==> config.mk <==
export PLATFORM = sky130hd
export DESIGN_NAME = ymodem_crc_receiver
export DESIGN_NICKNAME = d
export VERILOG_FILES = /design/src/rtl/core/yrx_pkg.sv /design/src/rtl/core/ymodem_crc_receiver.sv /design/src/rtl/core/yrx_front.sv /design/src/rtl/core/yrx_engine.sv /design/src/rtl/core/yrx_result_q.sv
export SDC_FILE = /design/constraint.sdc
export NUM_CORES = 1
export LEC_CHECK = 0
export ABC_CLOCK_PERIOD_IN_PS = 6400
export BUFFER_PORTS_ARGS = -buffer_cell sky130_fd_sc_hd__buf_4
export CAP_MARGIN = 20
export CORE_UTILIZATION = 40
export CTS_CLUSTER_SIZE = 16
export DETAILED_ROUTE_END_ITERATION = 8
export SYNTH_ARGS = -nofsm -noshare
export SYNTH_HDL_FRONTEND = slang
export SYNTH_SLANG_ARGS = --single-unit
==> constraint.sdc <==
create_clock -name clk -period 6.4 [get_ports clk]
set_input_delay 0 -clock clk [delete_from_list [all_inputs] [get_ports clk]]
set_output_delay 0 -clock clk [all_outputs]
set_load 0.05 [all_outputs]
==> src/rtl/core/yrx_pkg.sv <==
// ----------------------------------------------------------------------------
// yrx_pkg
// Shared types and codes of the YMODEM CRC receiver.
// ----------------------------------------------------------------------------
`default_nettype none
package yrx_pkg;

    typedef enum logic [1:0] {
        CMD_BYTE  = 2'd0,
        CMD_LINK  = 2'd1,
        CMD_START = 2'd2,
        CMD_NONE  = 2'd3
    } cmd_t;

    typedef struct packed {
        cmd_t       cmd;
        logic [7:0] rx_byte;
    } item_t;

    localparam logic [1:0] KIND_DATA    = 2'd0;
    localparam logic [1:0] KIND_HEADER  = 2'd1;
    localparam logic [1:0] KIND_VERDICT = 2'd2;

    localparam logic [2:0] RP_NONE = 3'd0;
    localparam logic [2:0] RP_ACK  = 3'd1;
    localparam logic [2:0] RP_NAK  = 3'd2;
    localparam logic [2:0] RP_CAN  = 3'd3;
    localparam logic [2:0] RP_ACKC = 3'd4;
    localparam logic [2:0] RP_C    = 3'd5;

    localparam logic [3:0] ST_OK      = 4'd0;
    localparam logic [3:0] ST_DUP     = 4'd1;
    localparam logic [3:0] ST_MARKER  = 4'd2;
    localparam logic [3:0] ST_COMPL   = 4'd3;
    localparam logic [3:0] ST_CRC     = 4'd4;
    localparam logic [3:0] ST_LINK    = 4'd5;
    localparam logic [3:0] ST_CANCEL  = 4'd6;
    localparam logic [3:0] ST_BLOCK   = 4'd7;
    localparam logic [3:0] ST_EXTRA   = 4'd8;
    localparam logic [3:0] ST_HEADER  = 4'd9;
    localparam logic [3:0] ST_NAME    = 4'd10;
    localparam logic [3:0] ST_TRAILER = 4'd11;
    localparam logic [3:0] ST_DONE    = 4'd12;
    localparam logic [3:0] ST_EOT     = 4'd13;

    localparam logic [7:0] CH_SOH = 8'h01;
    localparam logic [7:0] CH_STX = 8'h02;
    localparam logic [7:0] CH_EOT = 8'h04;
    localparam logic [7:0] CH_CAN = 8'h18;

    localparam logic [15:0] CRC_POLY = 16'h1021;
    localparam logic [10:0] LEN_SHORT = 11'd128;
    localparam logic [10:0] LEN_LONG  = 11'd1024;

    typedef struct packed {
        logic [1:0]  kind;
        logic [7:0]  data_byte;
        logic [2:0]  reply;
        logic [3:0]  status;
        logic        commit;
        logic [31:0] file_size;
    } result_t;

    function automatic logic [15:0] crc_step(input logic [15:0] crc_in, input logic [7:0] b);
        logic [15:0] c;
        c = crc_in ^ {b, 8'h00};
        for (int i = 0; i < 8; i++) begin
            c = c[15] ? ({c[14:0], 1'b0} ^ CRC_POLY) : {c[14:0], 1'b0};
        end
        return c;
    endfunction

endpackage
`default_nettype wire

==> src/rtl/core/ymodem_crc_receiver.sv <==
// ----------------------------------------------------------------------------
// ymodem_crc_receiver
// YMODEM single-file receiver with CRC-16, one link event per transaction.
// ----------------------------------------------------------------------------
//  channel  | handshake          | payload
//  ---------+--------------------+-------------------------------------------
//  input    | push / full        | command, rx_byte
//  result   | pop / empty        | kind, data_byte, reply, status, commit,
//           |                    | file_size
//
//  One input transaction per cycle while full is low; each byte is handled
//  in a single engine step (CRC byte update, counters, header parse, size
//  multiply-add by ten). Inputs pass the registered input and result queues.
//  The engine stalls only when the two-deep result queue is full.
//  Reset clears all control state; no clearing pass is needed.
// ----------------------------------------------------------------------------
`default_nettype none
module ymodem_crc_receiver
    import yrx_pkg::*;
#(
    parameter int NAME_MAX  = 14,
    parameter int SIZE_BITS = 32
)
(
    input  wire logic        clk,
    input  wire logic        rst_n,
    input  wire logic        push,
    output logic             full,
    input  wire logic [1:0]  command,
    input  wire logic [7:0]  rx_byte,
    output logic             empty,
    input  wire logic        pop,
    output logic [1:0]       kind,
    output logic [7:0]       data_byte,
    output logic [2:0]       reply,
    output logic [3:0]       status,
    output logic             commit,
    output logic [31:0]      file_size
);

    logic    item_valid;
    item_t   item;
    logic    item_take;
    logic    res_full;
    logic    res_push;
    result_t res;
    result_t head;

    yrx_front u_front (
        .clk        (clk),
        .rst_n      (rst_n),
        .push       (push),
        .full       (full),
        .command    (command),
        .rx_byte    (rx_byte),
        .item_valid (item_valid),
        .item       (item),
        .item_take  (item_take)
    );

    yrx_engine #(
        .NAME_MAX  (NAME_MAX),
        .SIZE_BITS (SIZE_BITS)
    ) u_engine (
        .clk        (clk),
        .rst_n      (rst_n),
        .item_valid (item_valid),
        .item       (item),
        .item_take  (item_take),
        .res_full   (res_full),
        .res_push   (res_push),
        .res        (res)
    );

    yrx_result_q u_result_q (
        .clk      (clk),
        .rst_n    (rst_n),
        .res_push (res_push),
        .res      (res),
        .res_full (res_full),
        .empty    (empty),
        .pop      (pop),
        .head     (head)
    );

    assign kind      = head.kind;
    assign data_byte = head.data_byte;
    assign reply     = head.reply;
    assign status    = head.status;
    assign commit    = head.commit;
    assign file_size = head.file_size;

    a_no_push_when_full: assert property (@(posedge clk) disable iff (!rst_n)
        !(res_push && res_full))
        else $error("result pushed into a full queue");

    a_take_needs_item: assert property (@(posedge clk) disable iff (!rst_n)
        item_take |-> item_valid)
        else $error("engine took an item that was not there");

    a_byte_fields_clear: assert property (@(posedge clk) disable iff (!rst_n)
        (!empty && kind != KIND_VERDICT) |->
            (reply == RP_NONE && status == ST_OK && !commit && file_size == 32'd0))
        else $error("byte result carries verdict fields");

    a_verdict_no_data: assert property (@(posedge clk) disable iff (!rst_n)
        (!empty && kind == KIND_VERDICT) |-> (data_byte == 8'd0))
        else $error("verdict carries a data byte");

endmodule
`default_nettype wire

==> src/rtl/core/yrx_front.sv <==
// ----------------------------------------------------------------------------
// yrx_front
// Accepts input transactions, classifies the command and queues them (two deep).
// ----------------------------------------------------------------------------
`default_nettype none
module yrx_front
    import yrx_pkg::*;
(
    input  wire logic       clk,
    input  wire logic       rst_n,
    input  wire logic       push,
    output logic            full,
    input  wire logic [1:0] command,
    input  wire logic [7:0] rx_byte,
    output logic            item_valid,
    output item_t           item,
    input  wire logic       item_take
);

    item_t      mem_reg [2];
    logic       wr_ptr_reg;
    logic       rd_ptr_reg;
    logic [1:0] count_reg;
    logic [1:0] count_next;
    logic       wr_en;
    logic       rd_en;
    item_t      decoded;

    always_comb
    begin
        unique case (command)
            2'd0:    decoded.cmd = CMD_BYTE;
            2'd1:    decoded.cmd = CMD_LINK;
            2'd2:    decoded.cmd = CMD_START;
            default: decoded.cmd = CMD_NONE;
        endcase
        decoded.rx_byte = rx_byte;
    end

    assign full       = (count_reg == 2'd2);
    assign item_valid = (count_reg != 2'd0);
    assign item       = mem_reg[rd_ptr_reg];
    // drop unknown commands at the door: they change nothing
    assign wr_en      = push && !full && (decoded.cmd != CMD_NONE);
    assign rd_en      = item_take && item_valid;
    assign count_next = count_reg + {1'b0, wr_en} - {1'b0, rd_en};

    always_ff @(posedge clk or negedge rst_n)
    begin
        if (!rst_n)
        begin
            wr_ptr_reg <= 1'b0;
            rd_ptr_reg <= 1'b0;
            count_reg  <= 2'd0;
        end
        else
        begin
            if (wr_en)
                wr_ptr_reg <= !wr_ptr_reg;
            if (rd_en)
                rd_ptr_reg <= !rd_ptr_reg;
            count_reg <= count_next;
        end
    end

    always_ff @(posedge clk)
    begin
        if (wr_en)
            mem_reg[wr_ptr_reg] <= decoded;
    end

endmodule
`default_nettype wire

==> src/rtl/core/yrx_engine.sv <==
// ----------------------------------------------------------------------------
// yrx_engine
// Deframes packets, runs the CRC, parses the header and judges each packet.
// ----------------------------------------------------------------------------
`default_nettype none
module yrx_engine
    import yrx_pkg::*;
#(
    parameter int NAME_MAX  = 14,
    parameter int SIZE_BITS = 32
)
(
    input  wire logic  clk,
    input  wire logic  rst_n,
    input  wire logic  item_valid,
    input  item_t      item,
    output logic       item_take,
    input  wire logic  res_full,
    output logic       res_push,
    output result_t    res
);

    typedef enum logic [2:0] {
        PH_IDLE, PH_MARK, PH_BLK, PH_CMP, PH_DATA, PH_CRCH, PH_CRCL, PH_SKIP
    } phase_t;

    typedef enum logic [1:0] {
        SG_HEADER, SG_DATA, SG_TRAILER
    } stage_t;

    localparam logic [4:0] NAME_LIMIT = 5'(NAME_MAX);

    phase_t               phase_reg, phase_next;
    stage_t               stage_reg, stage_next;
    logic [10:0]          pos_reg, pos_next;
    logic                 long_reg, long_next;
    logic [7:0]           blk_reg, blk_next;
    logic [15:0]          crc_reg, crc_next;
    logic [7:0]           crch_reg, crch_next;
    logic [7:0]           exp_reg, exp_next;
    logic [SIZE_BITS-1:0] rem_reg, rem_next;
    logic [10:0]          kept_reg, kept_next;
    logic [10:0]          skip_reg, skip_next;
    logic                 f_nul_reg, f_nul_next;
    logic                 f_bad_reg, f_bad_next;
    logic                 f_end_reg, f_end_next;
    logic                 f_zero_reg, f_zero_next;
    logic [4:0]           nlen_reg, nlen_next;
    logic [SIZE_BITS-1:0] size_reg, size_next;

    logic        fire;
    logic        emit;
    logic [10:0] len;
    logic [10:0] pos_inc;
    logic [10:0] skip_dec;
    logic [4:0]  nlen_inc;
    logic [7:0]  b;

    assign fire      = item_valid && !res_full;
    assign item_take = fire;
    assign res_push  = fire && emit;
    assign len       = long_reg ? LEN_LONG : LEN_SHORT;
    assign pos_inc   = pos_reg + 11'd1;
    assign b         = item.rx_byte;
    assign nlen_inc  = (nlen_reg < 5'd31) ? nlen_reg + 5'd1 : nlen_reg;
    assign skip_dec  = (skip_reg != 11'd0) ? skip_reg - 11'd1 : skip_reg;

    always_comb
    begin
        phase_next  = phase_reg;
        stage_next  = stage_reg;
        pos_next    = pos_reg;
        long_next   = long_reg;
        blk_next    = blk_reg;
        crc_next    = crc_reg;
        crch_next   = crch_reg;
        exp_next    = exp_reg;
        rem_next    = rem_reg;
        kept_next   = kept_reg;
        skip_next   = skip_reg;
        f_nul_next  = f_nul_reg;
        f_bad_next  = f_bad_reg;
        f_end_next  = f_end_reg;
        f_zero_next = f_zero_reg;
        nlen_next   = nlen_reg;
        size_next   = size_reg;
        emit        = 1'b0;
        res         = '0;
        res.kind    = KIND_VERDICT;

        // a failure: 0 = none, else the cause; eot marks a stray EOT
        begin : proc
            logic       do_fail;
            logic       is_eot;
            logic [3:0] cause;
            do_fail = 1'b0;
            is_eot  = 1'b0;
            cause   = ST_OK;

            if (item.cmd == CMD_START)
            begin
                phase_next  = PH_MARK;
                stage_next  = SG_HEADER;
                pos_next    = '0;
                long_next   = 1'b0;
                blk_next    = '0;
                crc_next    = '0;
                crch_next   = '0;
                exp_next    = 8'd1;
                rem_next    = '0;
                kept_next   = '0;
                skip_next   = '0;
                f_nul_next  = 1'b0;
                f_bad_next  = 1'b0;
                f_end_next  = 1'b0;
                f_zero_next = 1'b0;
                nlen_next   = '0;
                size_next   = '0;
                emit        = 1'b1;
                res.reply   = RP_C;
            end
            else if (phase_reg == PH_IDLE)
            begin
                emit = 1'b0;
            end
            else if (item.cmd == CMD_LINK)
            begin
                do_fail = 1'b1;
                cause   = ST_LINK;
            end
            else
            begin
                unique case (phase_reg)
                    PH_MARK:
                    begin
                        if (b == CH_CAN)
                        begin
                            do_fail = 1'b1;
                            cause   = ST_CANCEL;
                        end
                        else if (b == CH_EOT)
                        begin
                            if (stage_reg != SG_DATA)
                            begin
                                do_fail = 1'b1;
                                is_eot  = 1'b1;
                                cause   = ST_HEADER;
                            end
                            else
                            begin
                                stage_next = SG_TRAILER;
                                emit       = 1'b1;
                                res.reply  = RP_ACKC;
                                res.status = ST_EOT;
                            end
                        end
                        else if (b != CH_SOH && b != CH_STX)
                        begin
                            do_fail = 1'b1;
                            cause   = ST_MARKER;
                        end
                        else
                        begin
                            long_next  = (b == CH_STX);
                            phase_next = PH_BLK;
                        end
                    end
                    PH_BLK:
                    begin
                        blk_next   = b;
                        phase_next = PH_CMP;
                    end
                    PH_CMP:
                    begin
                        if ((blk_reg + b) != 8'hFF)
                        begin
                            skip_next  = len + 11'd2;
                            phase_next = PH_SKIP;
                        end
                        else
                        begin
                            pos_next  = '0;
                            crc_next  = '0;
                            kept_next = '0;
                            if (stage_reg != SG_DATA)
                            begin
                                f_nul_next  = 1'b0;
                                f_bad_next  = 1'b0;
                                f_end_next  = 1'b0;
                                f_zero_next = 1'b0;
                                nlen_next   = '0;
                                size_next   = '0;
                            end
                            phase_next = PH_DATA;
                        end
                    end
                    PH_DATA:
                    begin
                        crc_next = crc_step(crc_reg, b);
                        unique case (stage_reg)
                            SG_HEADER:
                            begin
                                if (!f_nul_reg)
                                begin
                                    if (b == 8'h00)
                                    begin
                                        f_nul_next = 1'b1;
                                        if (pos_reg == 11'd0)
                                            f_zero_next = 1'b1;
                                        if (pos_inc == len)
                                            f_bad_next = 1'b1;
                                    end
                                    else
                                    begin
                                        nlen_next = nlen_inc;
                                        if (nlen_inc > NAME_LIMIT || b == "/" ||
                                            b == "(" || b == ")")
                                            f_bad_next = 1'b1;
                                        emit          = 1'b1;
                                        res.kind      = KIND_HEADER;
                                        res.data_byte = b;
                                    end
                                end
                                else if (!f_end_reg)
                                begin
                                    if (b >= "0" && b <= "9")
                                        size_next = (size_reg << 3) + (size_reg << 1)
                                            + {{(SIZE_BITS-4){1'b0}}, 4'(b - "0")};
                                    else
                                        f_end_next = 1'b1;
                                end
                            end
                            SG_DATA:
                            begin
                                if (blk_reg == exp_reg &&
                                    {{(SIZE_BITS-11){1'b0}}, pos_reg} < rem_reg)
                                begin
                                    kept_next     = kept_reg + 11'd1;
                                    emit          = 1'b1;
                                    res.kind      = KIND_DATA;
                                    res.data_byte = b;
                                end
                            end
                            default:
                            begin
                                if (pos_reg == 11'd0 && b == 8'h00)
                                    f_zero_next = 1'b1;
                            end
                        endcase
                        pos_next = pos_inc;
                        if (pos_inc >= len)
                            phase_next = PH_CRCH;
                    end
                    PH_CRCH:
                    begin
                        crch_next  = b;
                        phase_next = PH_CRCL;
                    end
                    PH_CRCL:
                    begin
                        emit = 1'b1;
                        if ({crch_reg, b} != crc_reg)
                        begin
                            do_fail = 1'b1;
                            cause   = ST_CRC;
                        end
                        else
                        begin
                            unique case (stage_reg)
                                SG_HEADER:
                                begin
                                    if (blk_reg != 8'd0)
                                    begin
                                        phase_next = PH_IDLE;
                                        res.reply  = RP_CAN;
                                        res.status = ST_HEADER;
                                    end
                                    else if (f_bad_reg || f_zero_reg || !f_nul_reg)
                                    begin
                                        phase_next = PH_IDLE;
                                        res.reply  = RP_CAN;
                                        res.status = ST_NAME;
                                    end
                                    else
                                    begin
                                        rem_next      = size_reg;
                                        exp_next      = 8'd1;
                                        stage_next    = SG_DATA;
                                        phase_next    = PH_MARK;
                                        res.reply     = RP_ACKC;
                                        res.commit    = 1'b1;
                                        res.file_size = 32'(size_reg);
                                    end
                                end
                                SG_DATA:
                                begin
                                    phase_next = PH_MARK;
                                    if (blk_reg == exp_reg - 8'd1)
                                    begin
                                        res.reply  = RP_ACK;
                                        res.status = ST_DUP;
                                    end
                                    else if (blk_reg != exp_reg)
                                    begin
                                        phase_next = PH_IDLE;
                                        res.reply  = RP_CAN;
                                        res.status = ST_BLOCK;
                                    end
                                    else if (rem_reg == '0)
                                    begin
                                        phase_next = PH_IDLE;
                                        res.reply  = RP_CAN;
                                        res.status = ST_EXTRA;
                                    end
                                    else
                                    begin
                                        rem_next   = rem_reg
                                            - {{(SIZE_BITS-11){1'b0}}, kept_reg};
                                        exp_next   = exp_reg + 8'd1;
                                        res.reply  = RP_ACK;
                                        res.commit = 1'b1;
                                    end
                                end
                                default:
                                begin
                                    phase_next = PH_IDLE;
                                    if (blk_reg != 8'd0 || !f_zero_reg || rem_reg != '0)
                                    begin
                                        res.reply  = RP_CAN;
                                        res.status = ST_TRAILER;
                                    end
                                    else
                                    begin
                                        res.reply  = RP_ACK;
                                        res.status = ST_DONE;
                                    end
                                end
                            endcase
                        end
                    end
                    PH_SKIP:
                    begin
                        skip_next = skip_dec;
                        if (skip_dec == 11'd0)
                        begin
                            do_fail = 1'b1;
                            cause   = ST_COMPL;
                        end
                    end
                    default:
                    begin
                        emit = 1'b0;
                    end
                endcase
            end

            if (do_fail)
            begin
                emit       = 1'b1;
                res        = '0;
                res.kind   = KIND_VERDICT;
                phase_next = PH_IDLE;
                priority if (stage_reg == SG_TRAILER)
                begin
                    res.reply  = RP_CAN;
                    res.status = ST_TRAILER;
                end
                else if (cause == ST_CANCEL)
                begin
                    res.reply  = RP_NONE;
                    res.status = ST_CANCEL;
                end
                else if (stage_reg == SG_HEADER)
                begin
                    res.reply  = RP_CAN;
                    res.status = is_eot ? ST_HEADER : cause;
                end
                else
                begin
                    // data stage: NAK and wait for the resend
                    res.reply  = RP_NAK;
                    res.status = cause;
                    phase_next = PH_MARK;
                end
            end
        end
    end

    always_ff @(posedge clk or negedge rst_n)
    begin
        if (!rst_n)
        begin
            phase_reg  <= PH_IDLE;
            stage_reg  <= SG_HEADER;
            pos_reg    <= '0;
            long_reg   <= 1'b0;
            blk_reg    <= '0;
            crc_reg    <= '0;
            crch_reg   <= '0;
            exp_reg    <= 8'd1;
            rem_reg    <= '0;
            kept_reg   <= '0;
            skip_reg   <= '0;
            f_nul_reg  <= 1'b0;
            f_bad_reg  <= 1'b0;
            f_end_reg  <= 1'b0;
            f_zero_reg <= 1'b0;
            nlen_reg   <= '0;
            size_reg   <= '0;
        end
        else if (fire)
        begin
            phase_reg  <= phase_next;
            stage_reg  <= stage_next;
            pos_reg    <= pos_next;
            long_reg   <= long_next;
            blk_reg    <= blk_next;
            crc_reg    <= crc_next;
            crch_reg   <= crch_next;
            exp_reg    <= exp_next;
            rem_reg    <= rem_next;
            kept_reg   <= kept_next;
            skip_reg   <= skip_next;
            f_nul_reg  <= f_nul_next;
            f_bad_reg  <= f_bad_next;
            f_end_reg  <= f_end_next;
            f_zero_reg <= f_zero_next;
            nlen_reg   <= nlen_next;
            size_reg   <= size_next;
        end
    end

endmodule
`default_nettype wire

==> src/rtl/core/yrx_result_q.sv <==
// ----------------------------------------------------------------------------
// yrx_result_q
// Two-deep result queue driving the pop side of the receiver.
// ----------------------------------------------------------------------------
`default_nettype none
module yrx_result_q
    import yrx_pkg::*;
(
    input  wire logic clk,
    input  wire logic rst_n,
    input  wire logic res_push,
    input  result_t   res,
    output logic      res_full,
    output logic      empty,
    input  wire logic pop,
    output result_t   head
);

    result_t    mem_reg [2];
    logic       wr_ptr_reg;
    logic       rd_ptr_reg;
    logic [1:0] count_reg;
    logic       rd_en;

    assign res_full = (count_reg == 2'd2);
    assign empty    = (count_reg == 2'd0);
    assign head     = mem_reg[rd_ptr_reg];
    assign rd_en    = pop && !empty;

    always_ff @(posedge clk or negedge rst_n)
    begin
        if (!rst_n)
        begin
            wr_ptr_reg <= 1'b0;
            rd_ptr_reg <= 1'b0;
            count_reg  <= 2'd0;
        end
        else
        begin
            if (res_push)
                wr_ptr_reg <= !wr_ptr_reg;
            if (rd_en)
                rd_ptr_reg <= !rd_ptr_reg;
            count_reg <= count_reg + {1'b0, res_push} - {1'b0, rd_en};
        end
    end

    always_ff @(posedge clk)
    begin
        if (res_push)
            mem_reg[wr_ptr_reg] <= res;
    end

endmodule
`default_nettype wire
==> impl_metrics.tcl, run 1 <==
set metrics [dict create \
    hp-class "in2async" \
    async_reset_ff_frac 0.571 \
    outcome "complete, no violations" \
    hold_viol 0 \
    period_share 0.813 \
    r2r-end "u_engine.size_reg[31]" \
    port_buffers 65 \
    synth_edf_count 120 \
    p_int_mw 4.85 \
    grt_first_pass_wirelength_um 69500 \
    p_comb_frac 0.450 \
    antenna_found_initial 0 \
    timing.reg2reg.setup_slack_ns 1.20 \
    period_needed_ns 5.20 \
    ir_drop_mv 0.287 \
    core_area_um2 41200 \
    dieArea_um2 42900 \
    largest_register_ffs 100 \
    start_util 0.409 \
    drive_above_1_share 0.135 \
    netlist_instances 1699 \
    grt_pass1_vias 12700 \
    cts_resized 0 \
    ys.flop_type "dfrtp_1" \
    synth_area_um2 16800 \
    dr.pass1.iters 5 \
    fin_skew_ns 0.0171 \
    fmax_ghz 0.192 \
    drv_slew 0 \
    ios 66 \
    synth-seq-cells 280 \
    die_h_um 207 \
    p_per_area_nw_per_um2 439 \
    clk_pin_slew_ns 0.06 \
    placementRows 74 \
    setup_viol 0 \
    setup-tns-final_ns 0 \
    drt_iter0_drc 885 \
    cts.sinks 280 \
    p_clk_frac 0.227 \
    tightest_slew_ns 1.00 \
    grt_max_degree 86 \
    p_leak_nw 7.87 \
    crit_arrival_ns 5.63 \
    cts.path.max_buffers 3 \
    synthesis.nets 1816 \
    synth_cell_types 84 \
    path_max_fanout 24 \
    syn_avg_cell_area_um2 9.92 \
    wl_per_cell_um 18.3 \
    cp-end-kind "flip-flop" \
    cts_buffers 30 \
    place_congestion 0.894 \
    power_mw 8.38 \
    synth-seq-area-share 0.452 \
    overflow 0 \
    reg2reg_depth 13 \
    worstSkewPairLatency_ns 0.57 \
    root_buffer "clkbuf_16" \
    swShare 0.421 \
    wl_um 42300 \
    hpwl_um 29900 \
    cp_data_required_time_ns 6.83 \
    ant_nets 0 \
    switching_power_mw 3.53 \
    finalNetCount 1871 \
    placed_cell_area_um2 17900 \
    ys_warn_count 0 \
    viasPerCell 5.65 \
    drc 0 \
    dp_slack_ns 1.20 \
    die_w_um 207 \
    h-tree-depth 1 \
    slew_headroom 0.324 \
    num_antenna_cells 0 \
    cts_tree "done" \
    hold_ws_ns 0.0551 \
    r2r-start "u_front.rd_ptr_reg" \
    fin_ws_ns 1.20 \
    final_area_um2 19100 \
    critPathLaunchType "flip-flop" \
    area_delta_synth_final_pct 13.4 \
    drv_cap 0 \
    n_fill_cell 3823 \
    rsz0062_at_grt "no" \
    criticalPathCategory "reg2reg" \
    pwr-share-seq 0.323 \
    cts_post_setup_buffers_inserted 0 \
    vias 13100 \
    grt_use_total 0.198 \
]
[worst max-delay path: stages, from the launching register on]
cell      delay (ns)
dfrtp_1         0.99
mux2i_2         0.64
inv_1           0.26
fa_1            0.56
ha_1            0.32
a211oi_1        0.28
o21ai_0         0.13
a31oi_1         0.33
o31a_1          0.27
o21ai_0         0.22
a31oi_1         0.45
o21ai_0         0.23
a41oi_1         0.25
o21ai_0         0.11
[worst max path at each step]
stage                               startpoint                  endpoint  cells past startpoint  slack (ns)
after CTS                   u_front.rd_ptr_reg     u_engine.size_reg[31]                     13        1.21
after global routing        u_front.rd_ptr_reg      u_engine.size_reg[4]                     14        0.87
after detailed placement    u_front.rd_ptr_reg     u_engine.size_reg[31]                     13        1.20
after floorplan           u_engine.skip_reg[0]  u_result_q.mem_reg[1][0]                     11        1.21
after global placement      u_front.rd_ptr_reg     u_engine.size_reg[31]                     13        1.38
final                       u_front.rd_ptr_reg     u_engine.size_reg[31]                     13        1.20
[metrics by stage]
step           std cells   util
6_report            2310  0.464
4_1_cts             2309  0.463
2_1_floorplan       1699      -
3_5_place_dp        2240  0.434
5_1_grt             2310  0.464
3_3_place_gp        2240  0.434
[kinds of logic after synthesis]
logic type | synth area share
simple gates | 0.162
mux | 0.0534
xor+xnor | 0.0593
fa+ha+maj | 0.0789
buf+inv | 0.0351
flops | 0.452
compound gates | 0.160
[layout make-up]
cell class | instances | area (um2) | share of cell area
tap | 532 | 666 | 0.0348
clock inverter | 17 | 241 | 0.0126
timing repair buffer | 99 | 800 | 0.0418
clock buffer | 39 | 846 | 0.0443
sequential | 280 | 7610 | 0.398
multi-input combinational | 1275 | 8690 | 0.455
inverter | 68 | 255 | 0.0134
[cell usage in the layout (no fill, tap or decap), types with 7 or more instances in the layout]
cell type      Yosys  layout
dlygate4sd3_1      0      13
a21o_1            19      19
nor2b_1           11      10
clkbuf_16          0      31
buf_4              3      84
edfxtp_1         120     120
nor3_1            54      54
mux2_2            67      67
o21ai_0          123     123
xnor2_1           79      79
nand3_1           44      44
nor2_1           128     127
a211oi_1           8       8
a22oi_1           11      11
or3_1             10      10
nor2_2             7       7
ha_1              99      99
inv_1             68      68
nand2_1          155     154
o22ai_1            9       9
xor2_1            35      35
o21ai_1           20      19
nor4_1            17      17
and2_1            43      43
nand2b_1          15      15
a21oi_1           91      90
nand4_1           19      19
dfrtp_1          159     158
o31ai_1           48      47
nor3b_1            7       7
a31oi_1           12      12
and3_1            17      17
[timing repair]
action,in CTS,in global routing
hold buffers,13,0
hold endpoints to repair,107,0
setup endpoints to repair,0,0
[metal layers]
layer	track usage	vias to the layer above	wire, um
met5	0	-	0
met4	0.0538	0	981
met3	0.0238	70	1780
met2	0.314	299	19200
met1	0.286	6360	20300
li1	-	6329	-
[cell usage after synthesis (5+ instances only)]
cell type / number / area share
a22oi_1: 11 / 0.0049
nor4_1: 17 / 0.0063
a21boi_0: 5 / 0.0022
xnor2_1: 79 / 0.041
nand3_1: 44 / 0.013
o41ai_1: 6 / 0.0031
and3_1: 17 / 0.0063
nor2_1: 128 / 0.029
nand2b_1: 15 / 0.0056
nor3_1: 54 / 0.016
o31a_1: 5 / 0.0026
o21bai_1: 6 / 0.0027
inv_1: 68 / 0.015
o21ai_1: 20 / 0.0059
nor3b_1: 7 / 0.0031
o21a_1: 6 / 0.0027
or4_1: 6 / 0.0027
a31oi_1: 12 / 0.0045
or3_1: 10 / 0.0037
mux2i_2: 6 / 0.0049
nor2b_1: 11 / 0.0041
o31ai_1: 48 / 0.021
a211o_1: 5 / 0.0026
o2bb2ai_1: 6 / 0.0031
buf_2: 13 / 0.0039
and2_1: 43 / 0.016
a211oi_1: 8 / 0.0036
clkbuf_1: 51 / 0.011
a21oi_1: 91 / 0.027
ha_1: 99 / 0.074
nand4_1: 19 / 0.0071
edfxtp_1: 120 / 0.21
a21o_1: 19 / 0.0085
o22ai_1: 9 / 0.0033
dfrtp_1: 159 / 0.24
nor2_2: 7 / 0.0026
xor2_1: 35 / 0.018
o21ai_0: 123 / 0.037
mux2_2: 67 / 0.045
nand2_1: 155 / 0.035
buf_1: 6 / 0.0013
[power groups by stage]
stage	Sequential [mW]	Clock (mW)	Combinational, mW
after floorplan	2.58	0	2.86
after global placement	2.72	0	3.73
after detailed placement	2.74	0	3.77
after CTS	2.70	1.94	3.79
after global routing	2.76	2.01	4.09
final	2.70	1.91	3.77
No activity file was read; power rests on OpenSTA's default activity.
==> inputs of run 2 (changes only) <==
Settings changed: ABC_CLOCK_PERIOD_IN_PS 6400 to 4800.
Clock period 6.4 ns to 4.8 ns, I/O delays scaled along.
==> impl_metrics.tcl, run 2 (same netlist as run 1, synthesis figures left out) <==
set metrics [dict create \
    port_buffers 65 \
    wl_um 43500 \
    hold_viol 0 \
    dr.pass1.iters 7 \
    p_leak_nw 7.87 \
    multi_input_area_um2 8690 \
    h-tree-depth 1 \
    drv_cap 0 \
    cts.sinks 280 \
    wl_per_cell_um 18.7 \
    core_area_um2 41200 \
    die_w_um 207 \
    place_inst 2254 \
    antenna_found_initial 0 \
    num_antenna_cells 0 \
    viasPerCell 5.64 \
    path_max_fanout 23 \
    root_buffer "clkbuf_16" \
    die_h_um 207 \
    final_cell_count_no_fill 2323 \
    fin_skew_ns 0.0185 \
    p_per_area_nw_per_um2 581 \
    overflow 0 \
    placementRows 74 \
    drc 0 \
    start_util 0.409 \
    place_congestion 0.890 \
    drive_above_1_share 0.140 \
    cts.path.max_buffers 3 \
    setup_viol 0 \
    n_fill_cell 3800 \
    vias 13100 \
    ios 66 \
    drt_iter0_drc 1071 \
    period_share 0.867 \
    cp-end-kind "flip-flop" \
    hp-class "in2async" \
    criticalPathCategory "reg2reg" \
    clk_pin_slew_ns 0.06 \
    cts_buffers 30 \
    drv_slew 0 \
    dieArea_um2 42900 \
    worstSkewPairLatency_ns 0.58 \
    area_delta_synth_final_pct 13.4 \
    cp_data_required_time_ns 5.25 \
    layout_commonest_cell "dfrtp_1" \
    rsz0062_at_grt "no" \
    setup-tns-final_ns 0 \
    cts_post_setup_buffers_inserted 0 \
    critPathLaunchType "flip-flop" \
    grt_use_total 0.203 \
    largest_register_ffs 100 \
    ant_nets 0 \
    ir_drop_mv 0.391 \
    tightest_slew_ns 0.974 \
    period_needed_ns 4.16 \
    hpwl_um 31400 \
    grt_pass1_vias 12800 \
    outcome "complete, no violations" \
    finalNetCount 1884 \
    final_cell_mix "158 x dfrtp_1, 154 x nand2_1, 127 x nor2_1" \
    slew_headroom 0.344 \
    seq_area_um2 7610 \
    grt_first_pass_wirelength_um 70900 \
    crit_arrival_ns 4.61 \
    grt_max_degree 90 \
    cts_tree "done" \
    fmax_ghz 0.240 \
]
[run 2: final cells by class]
type | count | share of cell area
multi-input combinational | 1275 | 0.455
tap | 532 | 0.0348
clock buffer | 41 | 0.0436
clock inverter | 15 | 0.00740
timing repair buffer | 112 | 0.0472
inverter | 68 | 0.0134
sequential | 280 | 0.398
[run 2: through the flow]
stage / utilization / power (mW) / cell area [um2] / worst slack, ns / hold WS [ns]
6_report: 0.464 / 11.1 / 19100 / 0.640 / 0.0272
5_1_grt: 0.464 / 11.7 / 19100 / 0.311 / 0.157
4_1_cts: 0.464 / 11.2 / 19100 / 0.669 / 0.104
3_5_place_dp: 0.437 / 8.80 / 18000 / 0.672 / 0.141
3_3_place_gp: 0.437 / 8.72 / 18000 / 0.772 / 0.133
2_1_floorplan: - / 7.25 / 16900 / 0.573 / -0.296
[run 2: critical path, stage by stage, from the launching register on]
cell and delay, ns:
dfrtp_1 0.37, buf_4 0.32, mux2i_2 0.28, inv_1 0.19, ha_1 0.26, ha_1 0.29
a211oi_1 0.30, o21ai_0 0.20, a31oi_1 0.36, o31a_1 0.26, o21ai_0 0.23, a31oi_1 0.43
o21ai_0 0.22, a41oi_1 0.23, o21ai_0 0.09
[run 2: repair_timing]
action,4_1_cts,5_1_grt
hold buffers,13,0
resized for setup,0,0
endpoints found under the hold margin,110,0
[run 2: where the power goes]
part	internal, mW	switching (mW)
Clock	1.32	0.986
Sequential	3.17	0.408
Combinational	1.82	3.40
[run 2: path summary, 6_finish.rpt]
| path | start | to | slack (ns) | cells after the start |
|---|---|---|---|---|
| max reg2reg | u_front.rd_ptr_reg | u_engine.size_reg[31] | 0.64 | 14 |
| min reg2reg | u_front.wr_ptr_reg | u_front.wr_ptr_reg | 0.49 | 1 |
| max | u_front.rd_ptr_reg | u_engine.size_reg[31] | 0.64 | 14 |
| min in group clk | rx_byte[6] | u_front.mem_reg[0][6] | 0.16 | 2 |
| min | rst_n | u_result_q.count_reg[1] | 0.03 | 2 |
| max in group asynchronous | rst_n | u_engine.kept_reg[6] | 3.53 | 3 |
[run 2: per-layer routing]
layer / vias up / track usage / wire, um
li1: 6348 / - / -
met3: 56 / 0.0222 / 1890
met1: 6392 / 0.290 / 20900
met4: 0 / 0.0510 / 867
met2: 307 / 0.328 / 19900
met5: - / 0 / 0
==> inputs of run 3 (changes only) <==
Settings changed: SYNTH_HIERARCHICAL set to 1.
==> impl_metrics.tcl, run 3 <==
set metrics [dict create \
    criticalPathCategory "reg2reg" \
    post-route-util 0.466 \
    synth-seq-cells 280 \
    r2r-end "u_result_q/mem_reg[0][12]" \
    ant_nets 0 \
    ir_drop_mv 0.307 \
    path_max_fanout 35 \
    hp-class "in2async" \
    grt_pass1_vias 13300 \
    placementRows 75 \
    place_congestion 0.938 \
    reg2reg_depth 11 \
    yosysMostFrequentCell "nand2_1" \
    cts.sinks 280 \
    swShare 0.372 \
    synth_cell_types 86 \
    synthesis.nets 1868 \
    antenna_found_initial 1 \
    synth_top_area_share 0.229 \
    syn_avg_cell_area_um2 9.91 \
    hpwl_um 32400 \
    viasPerCell 5.71 \
    hold_viol 0 \
    fin_skew_ns 0.0175 \
    cts_tree "done" \
    ys.flop_type "dfrtp_1" \
    p_comb_frac 0.373 \
    ios 66 \
    final_cell_mix "178 x nand2_1, 158 x dfrtp_1, 146 x o21ai_0" \
    critPathLaunchType "flip-flop" \
    dieArea_um2 44200 \
    p_clk_frac 0.286 \
    drv_slew 0 \
    overflow 0 \
    yosys-top-cells-count "178 x nand2_1, 159 x dfrtp_1, 146 x o21ai_0" \
    slew_headroom 0.309 \
    tightest_slew_ns 1.03 \
    outcome "complete, no violations" \
    dr.pass1.iters 5 \
    cts_resized 0 \
    core_area_um2 42300 \
    cts_buffers 31 \
    die_w_um 210 \
    finalNetCount 1927 \
    cp-end-kind "flip-flop" \
    h-tree-depth 1 \
    switching_power_mw 3.43 \
    clk_pin_slew_ns 0.06 \
    r2r-start "u_engine/skip_reg[0]" \
    timing.reg2reg.setup_slack_ns 0.44 \
    vias 13800 \
    synth_area_um2 17300 \
    rsz0062_at_grt "no" \
    synth_edf_count 120 \
    pwr-share-seq 0.341 \
    n_fill_cell 3966 \
    async_reset_ff_frac 0.571 \
    netlist_instances 1751 \
    fmax_ghz 0.229 \
    critPathMaxStageDelay_ns 0.61 \
    crit_arrival_ns 4.57 \
    num_antenna_cells 0 \
    grt_max_degree 95 \
    synth_area_leader_cell "dfrtp_1" \
    port_buffers 65 \
    drv_cap 0 \
    worstSkewPairLatency_ns 0.58 \
    grt_use_total 0.206 \
    die_h_um 210 \
    period_share 0.908 \
    root_buffer "clkbuf_16" \
    synth-seq-area-share 0.439 \
    ys_warn_count 6 \
    p_int_mw 5.78 \
    area_delta_synth_final_pct 13.7 \
    cp_data_required_time_ns 5.02 \
    period_needed_ns 4.36 \
    start_util 0.410 \
    wl_um 45300 \
    cpMaxStageDelayCell "or4b_1" \
    layout_commonest_cell "nand2_1" \
    setup-tns-final_ns 0 \
    drive_above_1_share 0.134 \
    grt_first_pass_wirelength_um 73000 \
    cts.path.max_buffers 3 \
    p_per_area_nw_per_um2 467 \
    wl_per_cell_um 18.8 \
    setup_viol 0 \
    synth_area_leaders "dfrtp_1 23%, edfxtp_1 21%, ha_1 7.1%" \
    crit_chain "inv_1, ha_1, or4b_1, nor3_2, o311ai_1, a2111o_1, and4_4, o21ai_2, o21a_1, nor2b_4, buf_4" \
    largest_register_ffs 100 \
    drc 0 \
    p_leak_nw 8.21 \
    drt_iter0_drc 1226 \
]
run 3: what timing repair did:
| item | CTS | global route |
|---|---|---|
| endpoints found under the hold margin | 114 | 0 |
| endpoints found under the setup margin | 0 | 0 |
| hold buffers | 13 | 0 |
| buffers inserted | 0 | 0 |
run 3: stage by stage:
step / hold slack [ns] / setup slack, ns / cells / instance area [um2] / total power [mW]
2_1_floorplan: -0.296 / 0.0512 / 1751 / 17400 / 5.77
4_1_cts: 0.138 / 0.470 / 2411 / 19700 / 9.27
3_3_place_gp: 0.185 / 0.639 / 2340 / 18500 / 6.57
5_1_grt: 0.148 / 0.154 / 2412 / 19700 / 9.64
6_report: 0.124 / 0.442 / 2412 / 19700 / 9.21
3_5_place_dp: 0.189 / 0.501 / 2340 / 18500 / 6.61
run 3: kinds of logic after synthesis:
logic type / share of synthesized area
xor gates and xnor gates: 0.0505
muxes: 0.0526
DFF: 0.439
adders and majority gates: 0.0772
AOI/OAI and AO/OA: 0.174
buffers and inverters: 0.0376
and+or+nand+nor: 0.170
run 3: power by group through the flow:
stage               Combinational (mW)  Clock [mW]  Sequential [mW]
detailed placement                3.42           0             3.19
global placement                  3.40           0             3.18
finish                            3.43        2.63             3.14
CTS                               3.44        2.69             3.14
global route                      3.67        2.78             3.18
floorplan                         2.69           0             3.07
run 3: worst max-delay path by stage:
stage / slack [ns] / cells after the start / to / start
after floorplan: 0.05 / 12 / u_result_q/mem_reg[0][0] / u_engine/skip_reg[0]
after global placement: 0.64 / 11 / u_result_q/mem_reg[0][14] / u_engine/skip_reg[0]
after detailed placement: 0.50 / 11 / u_result_q/mem_reg[0][14] / u_engine/skip_reg[0]
after CTS: 0.47 / 11 / u_result_q/mem_reg[0][12] / u_engine/skip_reg[0]
after global routing: 0.15 / 11 / u_result_q/mem_reg[0][12] / u_engine/skip_reg[0]
final: 0.44 / 11 / u_result_q/mem_reg[0][12] / u_engine/skip_reg[0]
run 3: per-layer routing:
layer | global-route usage | wire (um)
met5 | 0 | 0
met4 | 0.0544 | 913
met3 | 0.0285 | 2710
met2 | 0.311 | 19900
met1 | 0.308 | 21800
run 3: final cells by class:
cell class                      instances  area (um2)  share of cell area
Multi-Input combinational cell       1322        9120               0.462
Sequential cell                       280        7610               0.386
Timing Repair Buffer                  115         912              0.0463
Clock buffer                           34         787              0.0399
Tap cell                              577         722              0.0366
Clock inverter                         24         347              0.0176
Inverter                               60         225              0.0114
run 3: critical path: cells and delay by family, from the launching register on:
family | cells | cell delay [ns]
AOI/OAI and AO/OA | 4 | 1.33
and+or+nand+nor | 4 | 1.46
buffers and inverters | 2 | 0.49
DFF | 1 | 0.45
adders and majority gates | 1 | 0.23
